[src/design/fdba_ram.sv]
// Generic single-write, single-read RAM with registered read data.
module fdba_ram #(
    parameter int WIDTH = 8,
    parameter int DEPTH = 16
) (
    input  logic                                    aclk,
    input  logic                                    we,
    input  logic [(DEPTH > 1 ? $clog2(DEPTH) : 1)-1:0] waddr,
    input  logic [WIDTH-1:0]                        wdata,
    input  logic [(DEPTH > 1 ? $clog2(DEPTH) : 1)-1:0] raddr,
    output logic [WIDTH-1:0]                        rdata
);

    logic [WIDTH-1:0] mem [DEPTH];
    logic [WIDTH-1:0] rdata_reg;

    // Write port and registered read port.
    always_ff @(posedge aclk) begin
        if (we) begin
            mem[waddr] <= wdata;
        end
        rdata_reg <= mem[raddr];
    end

    assign rdata = rdata_reg;

endmodule

[config.mk]
export PLATFORM = sky130hd
export DESIGN_NAME = fdba_ram
export DESIGN_NICKNAME = d
export VERILOG_FILES = /design/src/design/fdba_ram.sv
export SDC_FILE = /design/constraint.sdc
export NUM_CORES = 1
export LEC_CHECK = 0
export BUFFER_PORTS_ARGS = -buffer_cell sky130_fd_sc_hd__buf_4
export CAP_MARGIN = 25
export CORE_ASPECT_RATIO = 0.8
export CORE_MARGIN = 4
export CORE_UTILIZATION = 58
export DETAILED_ROUTE_END_ITERATION = 10
export PLACE_DENSITY = 0.87
export SLEW_MARGIN = 10
export SYNTH_ARGS = -nofsm -noshare
export SYNTH_HDL_FRONTEND = slang
export SYNTH_SLANG_ARGS = --single-unit
[constraint.sdc]
create_clock -name aclk -period 2 [get_ports aclk]
set_input_delay 0.1 -clock aclk [delete_from_list [all_inputs] [get_ports aclk]]
set_output_delay 0.1 -clock aclk [all_outputs]
set_load 0.01 [all_outputs]
---- Word level (Yosys, flattened, before mapping) ----
Memory sizes are Yosys's and may differ from the RTL's. A register that Yosys moved wholly into a read port is not among the register bits.
Index checks and enable logic that the tools add are counted.
cells by class
  muxes and demuxes ....................... 2
operators with widths
  operator  count
  $mux 1    2
storage, ports and cells
  register bits after elaboration ......... 0
  bits in writable memories ............... 128
  input bits .............................. 18
  output and inout bits ................... 8
  word-level logic and storage cells ...... 3
  memories ................................ 1
memories
  memory  words  bits a word  read ports  clocked after memory_dff  wr ports  RTL line  source
  mem     16     8            1           1                         1         14        logic [WIDTH-1:0] mem [DEPTH];

---- Longest topological paths before layout ----
Gate-level depths: netlist of run 1.
  word-level depth ........................ 2
  gate-level depth with buffers ........... 5
  mapped depth without buffers ............ 3

---- Worst setup path before layout of run 1 ----
No wires, ideal clock.
  path kind ............................... in2reg
  start ................................... input waddr[2] in the netlist's numbering
  end ..................................... memory mem[0][0] (enable)
  library setup time ...................... 383 ps
  arrival ................................. 1,210 ps
  data required time ...................... 1,617 ps
  slack ................................... 407 ps
  cell stages on the path ................. 2
  buffers on the path ..................... 0
  path through ............................ or3b_2 -> nor3_1
RTL lines
  element             RTL line  source
  start: declaration  8         input logic [(DEPTH > 1 ? $clog2(DEPTH) : 1)-1:0] waddr,
  end: declaration    14
No word-level cell before the write port.

==> results_dict.tcl, run 1 <==
set metrics [dict create \
    cts-root-buf "clkbuf_8" \
    ys_seq_area_share_pct 77.8 \
    initial_core_util_pct 60.1 \
    relSlewSlack_pct 51.8 \
    ios 26 \
    drive_above_1_share_pct 29.8 \
    maxCapViolCount 0 \
    hp-class "in2reg" \
    cts_setup_buffers 0 \
    firstDrtPassIters 4 \
    rsz0062_at_grt "no" \
    grt_pass1_vias 2577 \
    largest_register_ffs 128 \
    ys_types 19 \
    syn_inst 229 \
    timing.fmax_mhz 701 \
    synth-seq-cells 136 \
    fin_crit_ns 1.43 \
    routed_wl_um 10300 \
    cts_tree "done" \
    yosysWarnings 0 \
    nets 307 \
    syn_area_per_cell_sq_um 22.5 \
    finalSetupViolCount 0 \
    clockBufferDepth 2 \
    syn_to_final_growth_pct 21.2 \
    p_switching_mw 1.30 \
    via_count 2495 \
    port_buffers 25 \
    globalplace.congestion 0.753 \
    status "completed" \
    antenna_found_initial 0 \
    crit_required_ns 2.39 \
    r2r_setup_slack_ns 0.57 \
    multi_input_comb_area_sq_um 1060 \
    drtIter0Drc 237 \
    p_per_area_nw_per_um2 1090 \
    cp-end-kind "register" \
    final_common_cell "edfxtp_1" \
    diodes 0 \
    grt_start_max_net_pins 33 \
    die_x_um 113 \
    grt_pass1_wl_um 15700 \
    final_cell_mix "edfxtp_1, buf_4, mux4_2" \
    cp-start-kind "register" \
    synth_top_area_share_pct 74.7 \
    drv_slew 0 \
    vias_per_cell 6.03 \
    ctsResizeCount 0 \
    cts_sinks 136 \
    yosys-top-cells-area "edfxtp_1, mux4_2, mux4_1, dfxtp_1, a22oi_1" \
    dpl_cell_area_sq_um 5540 \
    combPwrFrac_pct 4.8 \
    crit_fanout 1 \
    period_share_pct 71.3 \
    p_int_mw 5.47 \
    final_cells 414 \
    register_area_sq_um 4000 \
    synth_top_cell_by_area "edfxtp_1" \
    peakVddDrop_mv 0.720 \
    antenna_left 0 \
    finalHoldViolCount 0 \
    core_sq_um 8560 \
    hold_buffers 8 \
    dieArea_sq_um 10500 \
    clk_pin_slew_ns 0.06 \
    critPathKind "reg2reg" \
    rows 30 \
    switching_share_pct 19.2 \
    grtUsageTotal_pct 21.7 \
    filler_cell_count 487 \
    place_inst 374 \
    grt-ovfl-total 0 \
    finalInstanceArea_sq_um 6240 \
    clockPowerShare_pct 47.7 \
    skew_ns 0.00767 \
    leakage_nw 2.15 \
    fin_setup_tns_ns 0 \
    fp.dieH_um 92.3 \
    clkLatencyLatePin_ns 0.51 \
    wl_per_cell_um 24.9 \
    post-route-drc-count 0 \
    syn_area_sq_um 5150 \
    h-tree-depth 4 \
    worstMarginPinSlew_ns 0.721 \
    p_seq_share_pct 47.4 \
    critical_path_arrival_ns 1.82 \
    synth_nets 247 \
    dp_hpwl_um 6080 \
    cts_made_buffers 17 \
]
==> layout make-up <==
cell class | instances | share of cell area, %
Clock buffer | 17 | 6.64
Clock inverter | 15 | 3.33
Multi-Input combinational cell | 83 | 16.9
Sequential cell | 136 | 64.2
Tap cell | 112 | 2.25
Timing Repair Buffer | 51 | 6.66
==> metrics by stage <==
| step | hold slack [ns] | total power [mW] | utilization [%] | worst slack [ns] |
|---|---|---|---|---|
| after floorplan | 0.199 | 3.43 | - | 0.407 |
| final | 0.108 | 6.77 | 72.9 | 0.574 |
| after detailed placement | 0.416 | 3.58 | 64.7 | 0.317 |
| after CTS | 0.0821 | 6.81 | 72.9 | 0.526 |
| after global routing | 0.0877 | 6.99 | 72.9 | 0.510 |
| after global placement | 0.399 | 3.56 | 64.7 | 0.379 |
==> power by group through the flow <==
stage | registers, mW | logic, mW | clock network [mW]
6_report | 3.21 | 0.326 | 3.23
5_1_grt | 3.22 | 0.351 | 3.42
4_1_cts | 3.21 | 0.330 | 3.27
3_5_place_dp | 3.27 | 0.313 | 0
3_3_place_gp | 3.26 | 0.301 | 0
2_1_floorplan | 3.27 | 0.162 | 0
==> synth_stat cells <==
master           count
nor2_1              13
and2b_1              1
dfxtp_1              8
mux4_2              18
buf_6                3
or3b_2               1
clkdlybuf4s25_2      3
mux4_1              14
buf_2                3
nor2b_1              1
nand2b_1             2
nor3_1               4
nand3_1              1
nand3b_1             2
and2_1               1
buf_4                1
a22oi_1             16
nand2_1              9
edfxtp_1           128
==> kinds of logic (layout without fill, tap and decap cells) <==
kind of cell	count (synthesis)	in the layout	synth area share (%)
AO/OA/AOI/OAI	16	16	2.33
AND/OR/NAND/NOR	35	35	3.18
buffers and inverters	10	83	1.68
multiplexers	32	32	15.0
flip-flops	136	136	77.8
==> worst max-delay path, cell delays in order, from the launching register on <==
cell,delay (ns)
edfxtp_1,0.39
mux4_1,0.56
a22oi_1,0.28
nand2_1,0.08
==> final timing paths <==
kind | from | depth (start not counted) | endpoint
setup reg to reg | mem[9][4] | 3 | rdata[4]
hold reg to reg | mem[3][2] | 3 | rdata[2]
setup / recovery | mem[9][4] | 3 | rdata[4]
hold / removal | waddr[0] | 3 | mem[12][6]
==> per-layer routing <==
layer	vias up	track usage (%)	share of wire, %	routed length, um
li1	1095	-	-	-
met1	1283	29.9	40	4130
met2	103	34.5	50	5190
met3	14	5.80	8.2	848
met4	0	6.31	1.5	150
met5	-	0	0	0
No activity file was read; power rests on OpenSTA's default activity.
==> run 2: changes to the inputs <==
clock period = 1.4 ns   (was 2 ns; I/O delays follow)
==> results_dict.tcl, run 2 (synthesized netlist as in run 1, its figures left out) <==
set metrics [dict create \
    status "completed" \
    port_buffers 25 \
    final_cell_mix "edfxtp_1, buf_4, mux4_2" \
    ios 26 \
    relSlewSlack_pct 70.1 \
    grt_pass1_vias 2652 \
    drtIter0Drc 192 \
    grt-ovfl-total 0 \
    fin_crit_ns 1.33 \
    initial_core_util_pct 60.1 \
    cts_sinks 136 \
    ff2ff_path_depth 3 \
    hp-class "in2reg" \
    leakage_nw 2.17 \
    vias_per_cell 6.16 \
    diodes 0 \
    rsz0062_at_grt "no" \
    final_common_cell "edfxtp_1" \
    grtUsageTotal_pct 20.8 \
    rows 30 \
    drv_slew 0 \
    drive_above_1_share_pct 31.5 \
    nets 310 \
    skew_ns 0.00960 \
    place_inst 377 \
    via_count 2569 \
    clk_pin_slew_ns 0.06 \
    pre_cts_ws_ns -0.0209 \
    crit_required_ns 1.80 \
    cts_made_buffers 17 \
    grt_pass1_wl_um 15300 \
    utilization_pct 73.3 \
    h-tree-depth 4 \
    dieArea_sq_um 10500 \
    p_per_area_nw_per_um2 1520 \
    crit_fanout 1 \
    antenna_left 0 \
    cts-root-buf "clkbuf_8" \
    clkLatencyLatePin_ns 0.51 \
    grt_start_max_net_pins 33 \
    core_sq_um 8560 \
    cp-start-kind "register" \
    post-route-drc-count 0 \
    finalHoldViolCount 0 \
    wl_per_cell_um 23.6 \
    timing.fmax_mhz 752 \
    largest_register_ffs 128 \
    fp.dieH_um 92.3 \
    critical_path_arrival_ns 1.73 \
    period_share_pct 95.0 \
    maxCapViolCount 0 \
    clockBufferDepth 2 \
    worstMarginPinSlew_ns 0.449 \
    r2r_setup_slack_ns 0.07 \
    finalSetupViolCount 0 \
    syn_to_final_growth_pct 21.9 \
    routed_wl_um 9860 \
    setup_slack_ns 0.0705 \
    globalplace.congestion 0.765 \
    peakVddDrop_mv 1.46 \
    min_path_cells 3 \
    cts_tree "done" \
    die_x_um 113 \
    cp-end-kind "register" \
    critPathKind "reg2reg" \
    firstDrtPassIters 5 \
    dp_hpwl_um 6100 \
    final_cells 417 \
    antenna_found_initial 0 \
]
run 2: power breakdown:
part | total [mW] | switching [mW] | internal (mW)
registers | 4.59 | 0.0340 | 4.55
clock network | 4.44 | 1.55 | 2.90
logic | 0.482 | 0.247 | 0.235
run 2: what timing repair did:
item / CTS / global route
setup endpoints to repair: 0 / 1
setup buffers: 0 / 0
hold buffers: 8 / 0
hold endpoints to repair: 128 / 0
gates resized for setup: 0 / 1
run 2: worst max-delay path, cell delays in order, from the launching register on:
cell and delay (ns):
edfxtp_1 0.35, mux4_1 0.51, a22oi_1 0.27, nand2_1 0.09
run 2: through the flow:
| stage | power, mW | cell area, sq um | hold slack [ns] | TNS [ns] |
|---|---|---|---|---|
| finish | 9.51 | 6280 | 0.0744 | 0 |
| global route | 9.81 | 6280 | 0.0663 | 0 |
| CTS | 9.55 | 6270 | 0.0562 | 0 |
| detailed placement | 5.13 | 5590 | 0.384 | -0.0209 |
| global placement | 5.11 | 5590 | 0.366 | 0 |
| floorplan | 4.90 | 5150 | 0.169 | 0 |
run 2: cell type report:
cell class,count,area (sq um)
flip-flops and latches,136,4000
multi-input cells,83,1070
fillers,488,2280
clock buffers,24,480
repair buffers,54,463
clock inverters,8,121
well taps,112,140
run 2: per-layer routing:
layer / GRT usage, % / vias up / share of wire [%]
met2: 31.3 / 111 / 49
met1: 29.5 / 1344 / 43
met4: 5.91 / 0 / 1.0
li1: - / 1101 / -
met3: 6.86 / 13 / 7.0
met5: 0 / - / 0
run 2: final timing paths:
path	from	to
worst min register to register	mem[12][2]	rdata[2]
worst max register to register	mem[1][1]	rdata[1]
worst max-delay path	mem[1][1]	rdata[1]
worst min-delay path	waddr[0]	mem[4][0]
