`src/design/fdba_pkg.sv`:
```
// Shared types, constants and helper functions for the flash directory allocator.
package fdba_pkg;

    localparam int SLOTS_DEF        = 127;
    localparam int NAME_BYTES_DEF   = 24;
    localparam int SECTOR_BYTES_DEF = 4096;
    localparam int REGION_SIZE_DEF  = 1048576;
    localparam logic [31:0] REGION_BASE_RST = 32'd271581184;

    localparam int NAME_W  = 192;
    localparam int START_W = 32;
    localparam int LEN_W   = 21;
    localparam int ENTRY_W = NAME_W + START_W + LEN_W;

    // Request modes.
    localparam logic [2:0] MODE_LOOKUP = 3'd0;
    localparam logic [2:0] MODE_STORE  = 3'd1;
    localparam logic [2:0] MODE_REMOVE = 3'd2;
    localparam logic [2:0] MODE_LIST   = 3'd3;
    localparam logic [2:0] MODE_FORMAT = 3'd4;

    // Result codes.
    localparam logic [2:0] RC_DONE      = 3'd0;
    localparam logic [2:0] RC_NOT_FOUND = 3'd1;
    localparam logic [2:0] RC_NO_SPACE  = 3'd2;
    localparam logic [2:0] RC_FULL      = 3'd3;
    localparam logic [2:0] RC_BAD       = 3'd4;

    // One directory entry as held in the slot memory.
    typedef struct packed {
        logic [NAME_W-1:0]  name;
        logic [START_W-1:0] start;
        logic [LEN_W-1:0]   length;
    } fdba_entry_t;

    // Scan outcome handed from the compare unit to the sequencer.
    typedef struct packed {
        logic       found;
        logic [7:0] idx;
        logic       free_found;
        logic [7:0] free_idx;
    } fdba_hit_t;

    // Keep name bytes below the first zero byte and below limit; clear the rest.
    function automatic logic [NAME_W-1:0] name_norm(input logic [NAME_W-1:0] src,
                                                    input int limit);
        logic [NAME_W-1:0] dst;
        logic              ended;
        dst   = '0;
        ended = 1'b0;
        for (int i = 0; i < 24; i++) begin
            if (i >= limit || src[i*8 +: 8] == 8'd0) begin
                ended = 1'b1;
            end
            if (!ended) begin
                dst[i*8 +: 8] = src[i*8 +: 8];
            end
        end
        return dst;
    endfunction

endpackage

```
`src/design/fdba_scan.sv`:
```
// Shared compare unit: checks one slot per cycle and keeps the scan outcome.
module fdba_scan (
    input  logic                         aclk,
    input  logic                         aresetn,
    input  logic                         clear,
    input  logic                         list_mode,
    input  logic [7:0]                   list_index,
    input  logic [fdba_pkg::NAME_W-1:0]  key_name,
    input  logic                         chk_valid,
    input  logic [7:0]                   chk_idx,
    input  logic                         slot_vld,
    input  fdba_pkg::fdba_entry_t        rd_entry,
    output fdba_pkg::fdba_hit_t          hit,
    output fdba_pkg::fdba_entry_t        hit_entry
);

    fdba_pkg::fdba_hit_t   hit_reg, hit_next;
    fdba_pkg::fdba_entry_t hit_entry_reg;
    logic [7:0]            seen_reg, seen_next;
    logic                  match;

    // A slot matches on name, or for list on its rank among valid slots.
    always_comb begin
        if (list_mode) begin
            match = slot_vld && (seen_reg == list_index);
        end else begin
            match = slot_vld && (rd_entry.name == key_name);
        end
    end

    // Keep the first match and the first free slot.
    always_comb begin
        hit_next  = hit_reg;
        seen_next = seen_reg;
        if (clear) begin
            hit_next  = '0;
            seen_next = '0;
        end else if (chk_valid) begin
            if (match && !hit_reg.found) begin
                hit_next.found = 1'b1;
                hit_next.idx   = chk_idx;
            end
            if (!slot_vld && !hit_reg.free_found) begin
                hit_next.free_found = 1'b1;
                hit_next.free_idx   = chk_idx;
            end
            if (slot_vld) begin
                seen_next = seen_reg + 8'd1;
            end
        end
    end

    always_ff @(posedge aclk) begin
        if (!aresetn) begin
            hit_reg  <= '0;
            seen_reg <= '0;
        end else begin
            hit_reg  <= hit_next;
            seen_reg <= seen_next;
        end
    end

    // Entry contents of the first match.
    always_ff @(posedge aclk) begin
        if (chk_valid && match && !hit_reg.found) begin
            hit_entry_reg <= rd_entry;
        end
    end

    assign hit       = hit_reg;
    assign hit_entry = hit_entry_reg;

endmodule

```
`config.mk`:
```
export PLATFORM = sky130hd
export DESIGN_NAME = fdba_scan
export DESIGN_NICKNAME = d
export VERILOG_FILES = /design/src/design/fdba_pkg.sv /design/src/design/fdba_scan.sv
export SDC_FILE = /design/constraint.sdc
export NUM_CORES = 1
export LEC_CHECK = 0
export ABC_CLOCK_PERIOD_IN_PS = 14100
export BUFFER_PORTS_ARGS = -buffer_cell sky130_fd_sc_hd__buf_2
export CORE_AREA = 3 3 279 281
export CTS_BUF_LIST = sky130_fd_sc_hd__clkbuf_4 sky130_fd_sc_hd__clkbuf_8
export CTS_CLUSTER_DIAMETER = 50
export DETAILED_ROUTE_END_ITERATION = 10
export DIE_AREA = 0 0 282 284
export PLACE_DENSITY = 0.43
export RECOVER_POWER = 100
export SLEW_MARGIN = 5
export SYNTH_ARGS = -nofsm -noshare
export SYNTH_HDL_FRONTEND = slang
export SYNTH_SLANG_ARGS = --single-unit
```
`constraint.sdc`:
```
create_clock -name aclk -period 14.1 [get_ports aclk]
set_input_delay 0.705 -clock aclk [delete_from_list [all_inputs] [get_ports aclk]]
set_output_delay 0.705 -clock aclk [all_outputs]
set_load 0.05 [all_outputs]
```
==> Yosys cells after proc, flatten, opt, wreduce, memory -nomap -nowiden <==
Index checks and enable logic that the tools add are counted.
{ "word_totals": {"input_bits": 459, "reg_bits": 271, "out_inout_bits": 263, "wordCells": 26} }
{ "op_classes": {"addsub": 1, "reduce_logical": 13, "bitwise": 1, "muxes": 1, "eq_ne": 2} }
{ "ops": {"columns": ["op", "n"], "rows": [
  ["192-bit == test", 1],
  ["8-bit by 1-bit adder with 8-bit output (second input constant)", 1],
  ["8-bit == test", 1],
  ["1-bit logical AND", 6],
  ["2-bit AND reduction", 3],
  ["1-bit zero test", 3],
  ["2-bit OR reduction", 1],
  ["1-bit two-way mux", 1],
  ["1-bit NOT", 1]
]} }

==> Longest topological paths before layout <==
{ "depth": {"depth_word": 5, "mapped_depth": 8, "ltp_nobuf": 7} }

==> Least setup slack after synthesis <==
No wires, ideal clock.
{ "synth_timing": {"kind": "input-to-reg", "from": "in key_name[191] (netlist bit)", "to": "reg hit_entry_reg (netlist bit hit_entry[0]) (enable)", "required_time_ps": 13503, "path_buffers": 1, "setup_time_ps": 597, "t_arrival_ps": 6563, "path_slack_ps": 6940, "cell_stages": 8, "path_cell_list": "xnor2_1 nand4_1 nor4_2 nand4_1 nor4_2 a21oi_1 buf_6 inv_1"} }
{ "synth_via": {"elab_chain_cells": 5} }
{ "synth_lines": {"columns": ["element", "line", "rtl"], "rows": [
  ["start: declaration", "fdba_scan.sv:8", "input logic [fdba_pkg::NAME_W-1:0] key_name,"],
  ["192-bit == test", "fdba_scan.sv:27", "match = slot_vld && (rd_entry.name == key_name);"],
  ["1-bit logical AND", "fdba_scan.sv:27", null],
  ["1-bit two-way mux", "fdba_scan.sv:24", "if (list_mode) begin"],
  ["1-bit logical AND (2 in a row)", "fdba_scan.sv:65", "if (chk_valid && match && !hit_reg.found) begin"],
  ["end signal: assignment", "fdba_scan.sv:66", "hit_entry_reg <= rd_entry;"],
  ["end: declaration", "fdba_scan.sv:18", "fdba_pkg::fdba_entry_t hit_entry_reg;"]
]} }
No other way between the ends.
A chain may end at the register's enable or synchronous reset.

==> Worst setup path after layout <==
{ "layout_timing": {"from": "in rd_entry[227] (netlist bit)", "to": "reg hit_entry_reg (netlist bit hit_entry[198]) (enable)"} }
{ "layout_via": {"elab_chain_cells": 5} }
{ "layout_lines": {"columns": ["element", "line", "rtl"], "rows": [
  ["start: declaration", "fdba_scan.sv:12", "input fdba_pkg::fdba_entry_t rd_entry,"],
  ["192-bit == test", "fdba_scan.sv:27", null],
  ["1-bit logical AND", "fdba_scan.sv:27", null],
  ["1-bit two-way mux", "fdba_scan.sv:24", null],
  ["1-bit logical AND (2 in a row)", "fdba_scan.sv:65", null]
]} }
No other way between the ends.

==> impl_metrics.env <==
export IMPL_status="complete, but fails checks"
export IMPL_violations="max-capacitance violations, max-slew violations"
export IMPL_final_cell_mix="clkbuf_1 (462), buf_2 (260), edfxtp_1 (245)"
export IMPL_clk_pin_slew_ns=0.06
export IMPL_tns_ns=0
export IMPL_tightest_slew_ns=4.05
export IMPL_fin_util_pct=21.0
export IMPL_cts_hold_buf=0
export IMPL_vias_per_cell=3.44
export IMPL_htreeDepth=2
export IMPL_drc=0
export IMPL_final_antenna_net_count=0
export IMPL_cts_tree="yes"
export IMPL_maxCapViolCount=3
export IMPL_criticalPathCategory="in -> reg"
export IMPL_dr_pass1_iters=4
export IMPL_leakage_nw=5.33
export IMPL_setup_viol=0
export IMPL_final_hold_viol_count=0
export IMPL_cts_made_buffers=56
export IMPL_cts_root_buf="clkbuf_8"
export IMPL_synth_seq_cells=271
export IMPL_io_buffers=721
export IMPL_period_share_pct=56.4
export IMPL_antenna_found_initial=3
export IMPL_fill_cells=8457
export IMPL_fin_ws_ns=6.15
export IMPL_hpwlAfterDp_um=37700
export IMPL_area_growth_syn_to_layout_pct=50.4
export IMPL_place_ws_ns=7.73
export IMPL_grt_usage_pct=10.7
export IMPL_grt_pass1_wl_um=61800
export IMPL_num_vias=8362
export IMPL_critPathArrivalTime_ns=8.21
export IMPL_grt_max_degree=108
export IMPL_largest_register_ffs=245
export IMPL_grt_pass1_vias=9171
export IMPL_fin_skew_ns=0.0237
export IMPL_p_per_area_nw_per_um2=115
export IMPL_routed_wl_um=45600
export IMPL_drt_iter0_markers=263
export IMPL_worst_setup_path_end_kind="flip-flop"
export IMPL_period_needed_ns=7.95
export IMPL_crit_fanout=107
export IMPL_die_x_um=282
export IMPL_syn_area_per_cell_um2=16.8
export IMPL_max_slew_margin_pct=-170
export IMPL_core_area_um2=75700
export IMPL_initial_core_util_pct=14.0
export IMPL_cts_resized=0
export IMPL_syn_area_um2=10600
export IMPL_die_height_um=284
export IMPL_place_gp_congestion=0.852
export IMPL_synth_seq_area_share_pct=74.4
export IMPL_yosysWarningCount=0
export IMPL_dieArea_um2=80100
export IMPL_cp_required_ns=14.36
export IMPL_clock_sinks=271
export IMPL_layout_commonest_cell="clkbuf_1"
export IMPL_placementRows=101
export IMPL_vdd_drop_max_uv=59.5
export IMPL_slew_violations=91
export IMPL_rsz0062_at_grt="no"
export IMPL_hold_path_class="in -> reg"
export IMPL_max_freq_mhz=126
export IMPL_cts_buffer_depth=3
export IMPL_synth_cell_type_count=28
export IMPL_post_drt_wl_per_cell_um=18.8
export IMPL_clock_latency_ns=0.63
export IMPL_dp_cells=2327
export IMPL_synth_cells=632
export IMPL_post_cts_buffers=0
export IMPL_synthDominantCellAreaShare_pct=69.5
export IMPL_nNetsFinal=1867
export IMPL_synth_top_area_cell="edfxtp_1"
export IMPL_p_total_mw=1.83
export IMPL_final_cells=2433
export IMPL_startpoint_type="primary input"
export IMPL_overflow=0
export IMPL_final_layout_size_suffix_gt1_share_pct=24.6
export IMPL_synthTopCellsByArea="edfxtp_1 (69%), xnor2_1 (12%), dfxtp_1 (4.9%), xor2_1 (4.4%), nand4_1 (2.5%)"
export IMPL_postSynthNetCount=1092
export IMPL_num_io_pins=722
-- routing by layer --
layer | part of all wire, % | wire length, um | global-route usage, %
met1 | 35 | 16200 | 10.8
met2 | 51 | 23400 | 19.7
met3 | 10 | 4650 | 4.19
met4 | 3.1 | 1410 | 3.85
met5 | 0 | 0 | 0
-- final cells by class --
| cell class | instances | area (um2) | area share [%] |
|---|---|---|---|
| clock inverter | 31 | 164 | 1.03 |
| multi-input combinational | 346 | 2650 | 16.6 |
| inverter | 7 | 33.8 | 0.212 |
| antenna | 3 | 7.51 | 0.0472 |
| tap | 978 | 1220 | 7.69 |
| sequential | 271 | 7880 | 49.5 |
| timing repair buffer | 725 | 3060 | 19.2 |
| clock buffer | 72 | 910 | 5.71 |
-- stage by stage --
stage / hold slack (ns) / instance area, um2
6_report: 0.240 / 15900
3_5_place_dp: 0.460 / 15400
3_3_place_gp: 0.454 / 15400
5_1_grt: 0.165 / 15900
2_1_floorplan: 0.470 / 10600
4_1_cts: 0.141 / 16500
-- Yosys cell counts --
library cell / count
nor3b_1: 1
nand3_1: 2
inv_1: 7
edfxtp_1: 245
buf_6: 1
xnor2_1: 148
and3_1: 1
nor4_1: 22
mux2i_1: 16
nand4_1: 43
o21ai_0: 2
nor4_2: 2
dfxtp_1: 26
o221ai_1: 1
nor2b_1: 1
nand2b_1: 1
ha_1: 1
clkbuf_1: 6
o2bb2ai_1: 2
buf_1: 1
or3_1: 2
xor2_1: 53
a21oi_1: 6
nand2_1: 25
nor2_1: 14
nor3_1: 1
a221oi_1: 1
and2_1: 1
-- worst max-delay path: stages --
cell and delay, ns:
clkbuf_1 0.19, xnor2_1 0.14, nand4_1 0.17, nor4_1 0.69, nand4_1 0.39, nor4_1 0.51, a21oi_1 0.58, inv_8 0.72
clkbuf_1 2.87, buf_4 1.04
-- final timing paths --
kind                                      startpoint                        to  slack [ns]  cells after the start
worst max-delay path                   rd_entry[227]  hit_entry[198]$_DFFE_PP_        6.15                     10
worst min-delay path                    rd_entry[15]   hit_entry[15]$_DFFE_PP_        0.24                      1
worst max register to register  hit[17]$_SDFFE_PP0P_  hit_entry[198]$_DFFE_PP_        6.53                      7
worst min register to register  hit[16]$_SDFFE_PP0P_      hit[16]$_SDFFE_PP0P_        0.46                      2
-- cell families after synthesis --
logic type      synth area share (%)
fa+ha+maj                      0.118
mux                             1.51
xor+xnor                        16.6
compound gates                 0.709
flops                           74.4
buf+inv                        0.603
simple gates                    6.03
-- power by group --
part	switching, mW	internal [mW]
clock network	0.374	0.425
registers	0.000638	0.876
logic	0.0762	0.0749
No activity file was read; power rests on OpenSTA's default activity.
